## src/hw/rtl/tcw_pkg.sv

```systemverilog
package tcw_pkg;

  localparam int COLUMNS_DEF = 80;
  localparam int ROWS_DEF    = 25;

  localparam logic [7:0] COLOR_RESET = 8'd10;

  localparam logic [1:0] OP_PUT   = 2'd0;
  localparam logic [1:0] OP_CLEAR = 2'd1;
  localparam logic [1:0] OP_READ  = 2'd2;

  localparam logic [7:0] CH_NEWLINE   = 8'h0A;
  localparam logic [7:0] CH_RETURN    = 8'h0D;
  localparam logic [7:0] CH_BACKSPACE = 8'h08;
  localparam logic [7:0] CH_BLANK     = 8'h20;

  typedef struct packed {
    logic [1:0] opcode;
    logic [7:0] char_code;
    logic [4:0] read_row;
    logic [6:0] read_col;
  } in_item_t;

  typedef struct packed {
    logic [4:0] cursor_row_out;
    logic [6:0] cursor_col_out;
    logic [7:0] cell_char;
    logic [7:0] cell_color;
    logic       scrolled;
  } out_item_t;

  typedef enum logic [2:0] {
    ST_IDLE,
    ST_COPY_RD,
    ST_COPY_WR,
    ST_FILL,
    ST_DONE
  } state_t;

  typedef struct packed {
    logic exec;
    logic copy_rd;
    logic copy_wr;
    logic fill;
    logic load_out;
  } cmd_t;

  typedef struct packed {
    logic start_clear;
    logic start_scroll;
    logic end_copy;
    logic end_fill;
  } status_t;

endpackage

```

## src/hw/rtl/tcw_ctrl.sv

```systemverilog
module tcw_ctrl (
  input  logic             clk,
  input  logic             rst_n,
  input  logic             in_valid,
  output logic             in_stall,
  output logic             out_valid,
  input  logic             out_stall,
  input  tcw_pkg::status_t status,
  output tcw_pkg::cmd_t    cmd
);

  tcw_pkg::state_t state_r;
  tcw_pkg::state_t state_nxt;
  logic            out_valid_r;
  logic            out_valid_nxt;
  logic            out_free;

  assign out_free  = !out_valid_r || !out_stall;
  assign in_stall  = (state_r != tcw_pkg::ST_IDLE);
  assign out_valid = out_valid_r;

  always_ff @(posedge clk) begin
    if (!rst_n) begin
      state_r     <= tcw_pkg::ST_IDLE;
      out_valid_r <= 1'b0;
    end else begin
      state_r     <= state_nxt;
      out_valid_r <= out_valid_nxt;
    end
  end

  always_comb begin
    state_nxt = state_r;
    cmd       = '0;
    unique case (state_r)
      tcw_pkg::ST_IDLE: begin
        if (in_valid) begin
          cmd.exec = 1'b1;
          if (status.start_clear) begin
            state_nxt = tcw_pkg::ST_FILL;
          end else if (status.start_scroll) begin
            state_nxt = tcw_pkg::ST_COPY_RD;
          end else begin
            state_nxt = tcw_pkg::ST_DONE;
          end
        end
      end
      tcw_pkg::ST_COPY_RD: begin
        cmd.copy_rd = 1'b1;
        state_nxt   = tcw_pkg::ST_COPY_WR;
      end
      tcw_pkg::ST_COPY_WR: begin
        cmd.copy_wr = 1'b1;
        if (status.end_copy) begin
          state_nxt = tcw_pkg::ST_FILL;
        end else begin
          state_nxt = tcw_pkg::ST_COPY_RD;
        end
      end
      tcw_pkg::ST_FILL: begin
        cmd.fill = 1'b1;
        if (status.end_fill) begin
          state_nxt = tcw_pkg::ST_DONE;
        end
      end
      tcw_pkg::ST_DONE: begin
        if (out_free) begin
          cmd.load_out = 1'b1;
          state_nxt    = tcw_pkg::ST_IDLE;
        end
      end
      default: begin
        state_nxt = tcw_pkg::ST_IDLE;
      end
    endcase
  end

  always_comb begin
    out_valid_nxt = out_valid_r;
    if (cmd.load_out) begin
      out_valid_nxt = 1'b1;
    end else if (!out_stall) begin
      out_valid_nxt = 1'b0;
    end
  end

endmodule

```

## config.mk

```make
export PLATFORM = sky130hd
export DESIGN_NAME = tcw_ctrl
export DESIGN_NICKNAME = d
export VERILOG_FILES = /design/src/hw/rtl/tcw_pkg.sv /design/src/hw/rtl/tcw_ctrl.sv
export SDC_FILE = /design/constraint.sdc
export NUM_CORES = 1
export LEC_CHECK = 0
export ABC_AREA = 1
export BUFFER_PORTS_ARGS = -buffer_cell sky130_fd_sc_hd__buf_2
export CORE_AREA = 4 4 41 43
export CTS_CLUSTER_SIZE = 12
export DETAILED_ROUTE_END_ITERATION = 6
export DIE_AREA = 0 0 45 47
export SKIP_LAST_GASP = 1
export SLEW_MARGIN = 20
export SYNTH_ARGS = -nofsm -noshare
export SYNTH_HDL_FRONTEND = slang
export SYNTH_SLANG_ARGS = --single-unit
```

## constraint.sdc

```tcl
create_clock -name clk -period 2.8 [get_ports clk]
set_input_delay 0.14 -clock clk [delete_from_list [all_inputs] [get_ports clk]]
set_output_delay 0.14 -clock clk [all_outputs]
set_load 0.01 [all_outputs]
```

* Word-level counts from Yosys, hierarchy flattened
Index checks and enable logic that the tools add are counted.
Operators by class: equal/unequal tests 8, multiplexer cells 16, reduce and logical (&&, ||, !) cells 6
Operators with widths (count):
- two-way mux 3 bit | 5
- case mux 3 bit (5 select lines) | 1
- two-way mux 1 bit | 9
- equality test 3 x 2 -> 1 bit, second input constant | 2
- inequality test 2 bit, second input constant | 3
- equality test 3 x 1 -> 1 bit, second input constant | 1
- equality test 3 bit, second input constant | 1
- logical NOT 3 bit | 1
- AND reduction 3 bit | 1
- nonzero test 3 bit | 1
- logical NOT 1 bit | 2
- two-way mux 2 bit | 1
- inequality test 2 x 1 -> 1 bit, second input constant | 1
- logical OR 1 bit | 1
Storage, ports and cells: flip-flop bits (word level) 4, input port bits 8, output and inout bits 7, logic and storage cells 32

* Longest topological paths before layout
depth after elaboration 5, mapped depth 7, gate-level depth less buffers 7

* Least setup slack after synthesis
OpenSTA, ideal clock, no wires.
path type reg-to-reg, start point reg state_r[0], end point reg state_r[2], library setup time 116 ps, data arrival time 892 ps, data required time 2684 ps, path slack 1792 ps, cell stages (with the launch flop) 8, path buffers 0, period minus slack after synthesis 1008 ps, path through dfxtp_1 nand2_1 nor2_2 nand2_1 nand3_2 nand2_1 inv_1 nor2_1
On the way: cells in the longest elaborated chain, start to end 3, elaborated cells on any way between the ends 10, those cells by class 7 x eq/ne; 1 x mux; 2 x reduce/logical
Ends and longest elaborated chain:
- start, declared | line tcw_ctrl.sv:12 | tcw_pkg::state_t state_r;
- start signal, assigned | line tcw_ctrl.sv:24 | state_r <= tcw_pkg::ST_IDLE;
- start signal, assigned | line tcw_ctrl.sv:27 | state_r <= state_nxt;
- equality test 3 bit, or another cell as far along | line tcw_ctrl.sv:35 | unique case (state_r)
- inequality test 2 bit (no source line)
- AND reduction 3 bit (no source line)
Parallel ways exist; a longest one is shown, timed or not. A chain may end at the register's enable or synchronous reset.

==> results summary <==
The flow ran to the end, and the final reports show no timing, DRC or antenna violations. The cell sitting at the root of the clock tree is a clkbuf_4. The final global-route overflow total is 0. The transition at the pin with the smallest max-transition slack is 0.2187 ns. The highest clock rate came out at just over 800 MHz. In this run the critical register-to-register path is captured at state_r[2]. The share of cells above drive strength 1 is between 30% and 40%. The worst setup path is captured at a primary output. Synthesis produced a netlist with a net count of 54. The sequential share of the synthesized area came out at between 20% and 30%.

Data on the critical path arrives at its endpoint at between 1 and 1.5 ns. The xor/xnor cell area share of the yosys netlist came out at 0%. The via count of the first global-routing pass is 300. The die is around 47 um tall. The power density over the cells is a little over 900 mW/mm^2.

The adder-cell share of the synthesized area came out at 0%. The clock drives 4 sinks. The H-tree depth is 1. The TritonCTS clock tree is yes. The worst hold path was traced through 3 stages. The global-route wire length before repair is 1145 um. After clock tree synthesis, the flow added hold-fix buffers numbering 0. The routed layout has between 300 and 400 vias. The highest net fanout along the worst path is 5. After layout, the worst path uses between 40% and 50% of the clock period. The critical path in this run is classified as flop to primary output. The final number of hold-violating endpoints was 0. Summed over all failing endpoints, the final setup total negative slack is 0 ns.

The pre-CTS setup slack came out at 1.740 ns. The clock slew at the register clock pins of the worst setup and hold paths is 0.04 ns. The top-level port count is 15. The gate family responsible for the most delay along the worst path is simple AND/OR/NAND/NOR gates. The number of instances in the synthesized netlist came out at 46. The synthesized netlist occupies a cell area of 280.3 sq um. The initial antenna violation count is 0. The fraction of the core area covered by cells at the end of the flow is 29.52%. The cell count of the worst reg-to-reg path is 7. The smallest clock period supported by the final layout is computed as ~1.2 ns. Measured against its own limit, the worst slew margin works out to ~85%. Once the clock tree was built, the resizer swapped 0 gates to a different size. The sum of buffers and inverters on the critical path is 1. Setup violations remaining at the end of the flow were counted as 0. The final routed wirelength across all metal layers came out at just under 700 um. For this run, the slowest stage of the critical path takes about 0.36 ns. The worst setup path is launched from a flop. The average footprint of a synthesized cell came out at 6.093 sq um. In this run the critical register-to-register path is launched from state_r[0]. The library cell used most frequently in the layout, excluding fill and tap cells, is buf_2.

The remaining number of nets flagged by the antenna check after routing came out at 0. The area inside the core boundary is approximately 0.0013 sq mm. For hold timing, the worst endpoint is state_r[2]. After synthesis, the netlist uses 14 different library cells.

The average detailed-routed wire length per instance came out at slightly below 9 um. The quantity of I/O buffers inserted on ports is 14. The compound-cell area share of the yosys netlist came out at approximately 8.9%. The synthesis-to-layout area growth is 37.05%. The startpoint identified for the worst hold timing path is rst_n. Global routing consumed, over all layers together, around 7.6% of the routing resources. The deepest clock path buffer count came out at 2. The signal on the critical path passes through nor2_2 > nand2_1 > nor2_1 > buf_2.

The final max-slew violation count came to 0. The half-perimeter wire length of the detailed placement result came out at roughly 570 um. The number of vias per cell is between 4 and 5. The worst-case setup margin in the final layout came out at ~1.6 ns. The required time at the endpoint of the critical path is between 2 and 3 ns. The floorplan step defined a die boundary enclosing ~0.0021 sq mm.

The leakage power of the design is about 0.23 nW. The congestion estimate from routability-driven global placement came to around 0.75. The number of placement rows came out at 13. The synthesized design contains 4 register bits.

After synthesis, the share of cell area in mux cells is 0%. The initial utilization of the core area, before any placement, comes to around 22%. In this run the horizontal extent of the chip is between 40 and 50 um. The initial detailed-routing violation count came out at 4.

The TritonCTS buffer count is 3. For flop-to-flop paths, the worst setup slack is between 1.5 and 2 ns. The largest individual stage delay along the critical path comes from the cell dfxtp_1. Leaving out fill and tap cells, the most frequent cells in the layout are 14 x buf_2, 11 x nand2_1, 10 x nor2_1.

The pin count of the biggest net entering global routing came out at 7. The number of setup buffers added after CTS is 0. Setup repair after global routing left no endpoint under its margin.

The first detailed-routing pass took 4 iterations. At the later pin of the worst-skew pair, clock insertion delay measures roughly 0.23 ns. The number of warnings issued by yosys is 0.

The final layout contains between 70 and 80 nets. By area, the combinational part of the netlist is dominated by simple AND/OR/NAND/NOR gates. VDD sags by at most 0.0002475 V.

The path class of the tightest hold or removal check is input port to flop. The max-capacitance violation count came out at 0. The number of remaining DRC errors is 0.

The power consumption came out at 0.3503 mW. The post-synthesis simple-gate area fraction is slightly below 50%. The maximum clock skew at final layout came out at roughly 0.0044 ns. The number of antenna diodes in the final layout is 0.
## power by group
| part | switching (mW) | total, mW | internal, mW |
|---|---|---|---|
| sequential | 0.0240 | 0.0988 | 0.0748 |
| clock | 0.0227 | 0.0706 | 0.0479 |
| combinational | 0.109 | 0.181 | 0.0714 |
| total | 0.156 | 0.350 | 0.194 |
## per-layer routing
layer  up-vias  GRT usage (%)  wire length, um
met4         0          5.263                0
met1       132          9.318              321
met2         5          11.30              343
met5         -              0                0
li1        172              -                -
met3         0          2.299               18
## stage by stage
step / cell area (sq um) / hold WS, ns / instances
after floorplan: 280.3 / 0.2748 / 46
after global routing: 384.1 / 0.1935 / 77
final: 384.1 / 0.1729 / 77
after CTS: 384.1 / 0.1665 / 77
after global placement: 361.6 / 0.4149 / 74
after detailed placement: 361.6 / 0.4170 / 74
## cells in the mapped netlist
| library cell | number | area [sq um] |
|---|---|---|
| nand2_1 | 11 | 41.29 |
| nor2_1 | 10 | 37.54 |
| inv_1 | 6 | 22.52 |
| dfxtp_1 | 4 | 80.08 |
| nand3_1 | 3 | 15.01 |
| inv_2 | 2 | 7.510 |
| nand3_2 | 2 | 20.02 |
| nor2_2 | 2 | 12.51 |
| a21boi_1 | 1 | 7.510 |
| a21oi_1 | 1 | 5.000 |
| buf_4 | 1 | 7.510 |
| nor2_4 | 1 | 11.26 |
| o211ai_1 | 1 | 7.510 |
| o21ai_0 | 1 | 5.000 |
## cell type report
cell class,instances,area (sq um)
flip-flops and latches,4,80.08
inverters,8,30.03
repair buffers,14,70.07
well taps,15,18.77
multi-input cells,33,162.7
clock buffers,3,22.52
fillers,165,917.1
## worst max path at each step
stage | cells past startpoint | end | slack (ns) | start
after global routing | 4 | cmd[4] | 1.49 | state_r[0]
after detailed placement | 7 | state_r[2] | 1.74 | state_r[0]
after floorplan | 7 | state_r[2] | 1.79 | state_r[0]
after CTS | 4 | cmd[4] | 1.55 | state_r[0]
final | 4 | cmd[4] | 1.56 | state_r[0]
after global placement | 7 | state_r[2] | 1.76 | state_r[0]
## cells by family after synthesis
kind of cell / after synthesis
flops: 4
buf+inv: 9
compound gates: 4
simple gates: 29
## tightest hold or removal path: stages
cell and delay (ns):
buf_2 0.11, o21ai_0 0.06, nor2_1 0.04
## state kept, by name, indices dropped and copies added (netlist names)
name	flops
out_valid	1
state_r	3
(Power assumes the default switching activity.)
